$ cat config.mk
export PLATFORM = sky130hd
export DESIGN_NAME = pic_blend
export DESIGN_NICKNAME = d
export VERILOG_FILES = /design/src/design/pic_pkg.sv /design/src/design/pic_blend.sv
export SDC_FILE = /design/constraint.sdc
export NUM_CORES = 1
export LEC_CHECK = 0
export BUFFER_PORTS_ARGS = -buffer_cell sky130_fd_sc_hd__buf_2
export CORE_AREA = 8 8 199 201
export DETAILED_ROUTE_END_ITERATION = 10
export DIE_AREA = 0 0 207 209
export GPL_TIMING_DRIVEN = 0
export PLACE_DENSITY_LB_ADDON = 0.2
export SYNTH_ARGS = -nofsm -noshare
export SYNTH_HDL_FRONTEND = slang
export SYNTH_SLANG_ARGS = --single-unit
$ cat constraint.sdc
create_clock -name clk -period 3.15 [get_ports clk]
set_input_delay 0.1575 -clock clk [delete_from_list [all_inputs] [get_ports clk]]
set_output_delay 0.1575 -clock clk [all_outputs]
set_load 0.03 [all_outputs]
$ cat src/design/pic_pkg.sv
// Shared constants and types for the palette interpolating colorizer.
package pic_pkg;

    localparam int PALETTE_DEPTH = 256;
    localparam int FRAC_BITS     = 8;

    localparam int IDX_W    = $clog2(PALETTE_DEPTH);
    localparam int COLOR_W  = 24;
    localparam int CHAN_W   = 8;
    localparam int NUM_CHAN = 3;
    localparam int WEIGHT_W = FRAC_BITS + 1;
    localparam int PROD_W   = CHAN_W + WEIGHT_W;
    localparam int PIXEL_W  = 32;
    localparam int S_DATA_W = 64;

    localparam logic [CHAN_W-1:0] ALPHA_OPAQUE = 8'hff;
    localparam logic [WEIGHT_W-1:0] FRAC_ONE  = WEIGHT_W'(1) << FRAC_BITS;

    // request kinds carried on s_tuser
    localparam logic REQ_WRITE    = 1'b0;
    localparam logic REQ_COLORIZE = 1'b1;

    typedef logic [IDX_W-1:0]     idx_t;
    typedef logic [COLOR_W-1:0]   color_t;
    typedef logic [FRAC_BITS-1:0] frac_t;

    // fetch stage output: pixel meta plus both palette entries
    typedef struct packed {
        logic   valid;
        logic   no_value;
        frac_t  frac;
        color_t c_lo;
        color_t c_hi;
    } fetch_t;

endpackage

$ cat src/design/pic_blend.sv
// Blend stages: weighted channel products, then sum, shift and output register.
module pic_blend
    import pic_pkg::*;
(
    input  logic               clk,
    input  logic               rst_n,
    input  fetch_t             fetch,
    output logic               in_ready,
    output logic               out_valid,
    input  logic               out_ready,
    output logic [PIXEL_W-1:0] pixel_argb
);

    logic                  mul_valid_reg, mul_valid_next;
    logic                  mul_no_value_reg;
    logic [PROD_W-1:0]     prod_lo_reg [NUM_CHAN];
    logic [PROD_W-1:0]     prod_hi_reg [NUM_CHAN];
    logic                  out_valid_reg, out_valid_next;
    logic [PIXEL_W-1:0]    pixel_reg;
    logic [PIXEL_W-1:0]    pixel_next;
    logic [WEIGHT_W-1:0]   w_lo;
    logic [WEIGHT_W-1:0]   w_hi;
    logic [CHAN_W-1:0]     chan_out [NUM_CHAN];
    logic                  mul_ready;
    logic                  mul_load;
    logic                  out_load;

    assign mul_ready = !out_valid_reg || out_ready;
    assign in_ready  = !mul_valid_reg || mul_ready;
    assign mul_load  = in_ready && fetch.valid;
    assign out_load  = mul_ready && mul_valid_reg;

    assign w_hi = WEIGHT_W'(fetch.frac);
    assign w_lo = FRAC_ONE - w_hi;

    for (genvar ch = 0; ch < NUM_CHAN; ch++)
    begin : g_chan
        logic [CHAN_W-1:0] a;
        logic [CHAN_W-1:0] b;
        logic [PROD_W-1:0] sum;

        assign a = fetch.c_lo[ch*CHAN_W +: CHAN_W];
        assign b = fetch.c_hi[ch*CHAN_W +: CHAN_W];

        always_ff @(posedge clk)
        begin
            if (mul_load)
            begin
                prod_lo_reg[ch] <= PROD_W'(a) * PROD_W'(w_lo);
                prod_hi_reg[ch] <= PROD_W'(b) * PROD_W'(w_hi);
            end
        end

        // sum never exceeds 255 << FRAC_BITS, so the shifted value fits a byte
        assign sum          = prod_lo_reg[ch] + prod_hi_reg[ch];
        assign chan_out[ch] = CHAN_W'(sum >> FRAC_BITS);
    end

    always_comb
    begin
        mul_valid_next = mul_valid_reg;
        if (in_ready)
        begin
            mul_valid_next = fetch.valid;
        end
        out_valid_next = out_valid_reg;
        if (mul_ready)
        begin
            out_valid_next = mul_valid_reg;
        end
        if (mul_no_value_reg)
        begin
            pixel_next = '0;
        end
        else
        begin
            pixel_next = {ALPHA_OPAQUE, chan_out[2], chan_out[1], chan_out[0]};
        end
    end

    always_ff @(posedge clk or negedge rst_n)
    begin
        if (!rst_n)
        begin
            mul_valid_reg <= 1'b0;
            out_valid_reg <= 1'b0;
        end
        else
        begin
            mul_valid_reg <= mul_valid_next;
            out_valid_reg <= out_valid_next;
        end
    end

    always_ff @(posedge clk)
    begin
        if (mul_load)
        begin
            mul_no_value_reg <= fetch.no_value;
        end
        if (out_load)
        begin
            pixel_reg <= pixel_next;
        end
    end

    assign out_valid  = out_valid_reg;
    assign pixel_argb = pixel_reg;

endmodule

==> results.cfg <==
[outcome]
outcome = complete, but fails checks
violations = setup timing

[detailed_routing]
ant_nets = 0
drc_errors = 0
avgViaCountPerCell = 5.322
drtIter0Drc = 588
vias = 13570
wirelength_um = 44880
wl_per_cell_um = 17.61
drt-pass1-iter-count = 5

[timing]
period_minus_slack_ns = 4.592
holdWs_ns = 0.01747
slew_violations = 0
skew_ns = 0.007308
setup_slack_ns = -1.442
max_freq_mhz = 217.8
rsz0062_at_grt = yes
setup_viol = 57
worst_slew_pin_slew_ns = 1.368
hold_viol_final = 0
slew_headroom_pct = 8.815
min_period_over_period_pct = 145.8

[worst_setup_path]
criticalPathCategory = in2reg
required_ns = 3.30
crit_fanout = 5
worstPathArrival_ns = 4.74
critPathLaunchType = input port
end_kind = register

[power_and_ir_drop]
finalPower_mw = 17.42
p_sw_share_pct = 42.75
power_frac_seq_pct = 18.3
internal_power_mw = 9.971
power_density_nw_per_um2 = 777.0
switchingPower_mw = 7.445
peakVddDrop_uv = 624.1
clockPowerShare_pct = 10.4
comb_power_share_pct = 71.3
leakage_nw = 10.66

[clock_network]
cts_tree = yes
cts_sinks = 124
cts.htree.levels = 4
numCtsBuffers = 17
clock_latency_ns = 0.42
clk_pin_slew_ns = 0.05
cts-root-buf = clkbuf_16
clock_path_buffers = 2

[final_layout]
nNetsFinal = 2612
finish.utilization_pct = 61.82
syn2layout_area_growth_pct = 22.97
mostFrequentLayoutCells = inv_1 (298), and2_1 (248), fa_1 (218), ha_1 (218), nand2_1 (155)
final_common_cell = inv_1
drive_gt1_share_pct = 22.63

[synthesis]
synth_mux_area_share_pct = 0.06178
syn_nets = 2425
ys_warn_count = 0
synthAdderAreaFrac_pct = 42.94
ys_ff_latch = 124
synthFlopType = edfxtp_1
synth-compound-area-share_pct = 6.590
synth_edf_count = 122
ys_types = 61
synth_xor_area_share_pct = 4.613
synth_seq_area_share_pct = 20.37
netlist_area_um2 = 18230
postSynthCellCount = 1877
synth-simple-area-share_pct = 17.39
syn_avg_cell_area_um2 = 9.711
async_reset_ff_share_pct = 1.613
synth_top_family_by_area = adder cells

[global_routing]
grt_pass1_wl_um = 73420
grt.total_usage_pct = 20.97
grt_pass1_vias = 14730
antenna_found_initial = 2
overflow = 0
grt_max_degree = 66

[die]
row_count = 70
initial_core_util_pct = 50.27
die_w_um = 207
io_pins = 95
die_h_um = 209
core-area_um2 = 36260
die_area_um2 = 43260

[placement]
port_buffers = 85
place_hpwl_um = 34720
gp_congestion = 0.8685

[hold_path]
hold_class = in2reg

[flow_run]
drv_cap = 0
==> synth_stat cells (all sizes together) (3+ instances only) <==
cell      n  area share [%]
or3       6            0.21
edfxtp  122              20
xnor2    81             3.9
xor2     15            0.72
a41o      4            0.22
and2    271             9.3
a21o     15            0.62
o21bai    5            0.21
a21oi    51             1.4
nand2   172             3.5
a31oi     4            0.14
and3      5            0.17
nor2b    13            0.45
a221oi    3            0.14
inv     329             6.8
fa      231              25
a211oi    6            0.27
o21ai    34            0.93
nor2     76             1.6
nor3     25            0.69
o41a      3            0.19
o21a     16            0.66
o31ai     3            0.12
nand4     4            0.14
or2       3            0.10
clkbuf   45            0.93
o41ai     5            0.24
nand3    12            0.33
a21boi    6            0.25
ha      256              18
buf       9            0.33
and4      3            0.14
nand2b   12            0.41
==> through the flow <==
stage | cell area (um2) | cells | setup slack, ns | setup TNS [ns]
floorplan | 19140 | 1877 | -1.545 | -44.07
global placement | 20150 | 2430 | -2.355 | -96.11
detailed placement | 20180 | 2431 | -2.413 | -99.26
CTS | 21740 | 2515 | -1.445 | -41.76
global route | 22400 | 2545 | -1.586 | -51.82
finish | 22410 | 2549 | -1.442 | -45.27
==> worst max-delay path, stage by stage <==
cell and delay [ns]:
clkbuf_16 0.14, nor3_4 0.24, nand3b_1 0.18, buf_6 0.17, xor2_4 0.21, clkbuf_8 0.17, buf_6 0.12, buf_12 0.12
and2_1 0.17, fa_1 0.48, inv_1 0.05, fa_1 0.46, fa_1 0.49, fa_1 0.54, inv_2 0.05, ha_4 0.23
a21oi_2 0.13, o21bai_1 0.07, a21oi_1 0.13, nor2_1 0.07, a311oi_2 0.22, xnor2_1 0.14
==> routing by layer <==
layer | up-vias | wire [um] | track usage [%]
li1 | 6386 | - | -
met1 | 6823 | 18730 | 25.70
met2 | 281 | 22950 | 37.36
met3 | 76 | 2107 | 3.936
met4 | 0 | 1093 | 5.817
met5 | - | 0 | 0
==> power by group through the flow <==
stage                     Clock (mW)  Combinational, mW  Sequential, mW
after CTS                       1.83               11.5            3.20
final                           1.81               12.4            3.18
after global routing            1.91               13.8            3.22
after floorplan                    0               8.14            3.35
after global placement             0               10.4            3.21
after detailed placement           0               10.6            3.22
==> kinds of logic after synthesis <==
group,count (synthesis)
and+or+nand+nor,610
adders and majority gates,487
buffers and inverters,383
AOI/OAI and AO/OA,176
DFF,124
xor gates and xnor gates,96
muxes,1
==> path summary, 6_finish.rpt <==
check | from | end | slack (ns) | depth (start not counted)
worst max-delay path | fetch[50] | prod_lo_reg[0][14] | -1.44 | 22
worst min-delay path | out_ready | out_valid | 0.02 | 3
worst max register to register | prod_hi_reg[0][5] | pixel_argb[4] | 0.54 | 8
worst min register to register | mul_valid_reg | out_valid | 0.49 | 1
max in group asynchronous | rst_n | mul_valid_reg | 3.00 | 2
min in group asynchronous | rst_n | out_valid | 0.06 | 2
==> area by class of cell <==
type	instances	area, um2
multi-input combinational	1370	14440
antenna	4	10.01
fill	2971	13850
tap	468	585.6
sequential	124	3714
inverter	329	1240
buffer	54	623.1
clock buffer	25	475.5
clock inverter	7	67.56
timing repair buffer	168	1262
==> repair_timing <==
| action | CTS | global route |
|---|---|---|
| endpoints found under the setup margin | 67 | 60 |
| pin swaps | 59 | 73 |
| gates resized for setup | 113 | 112 |
| hold endpoints to repair | 4 | 0 |
| buffers inserted | 49 | 30 |
| hold buffers | 3 | 0 |
Note: power is estimated with default switching activity, not from simulation.
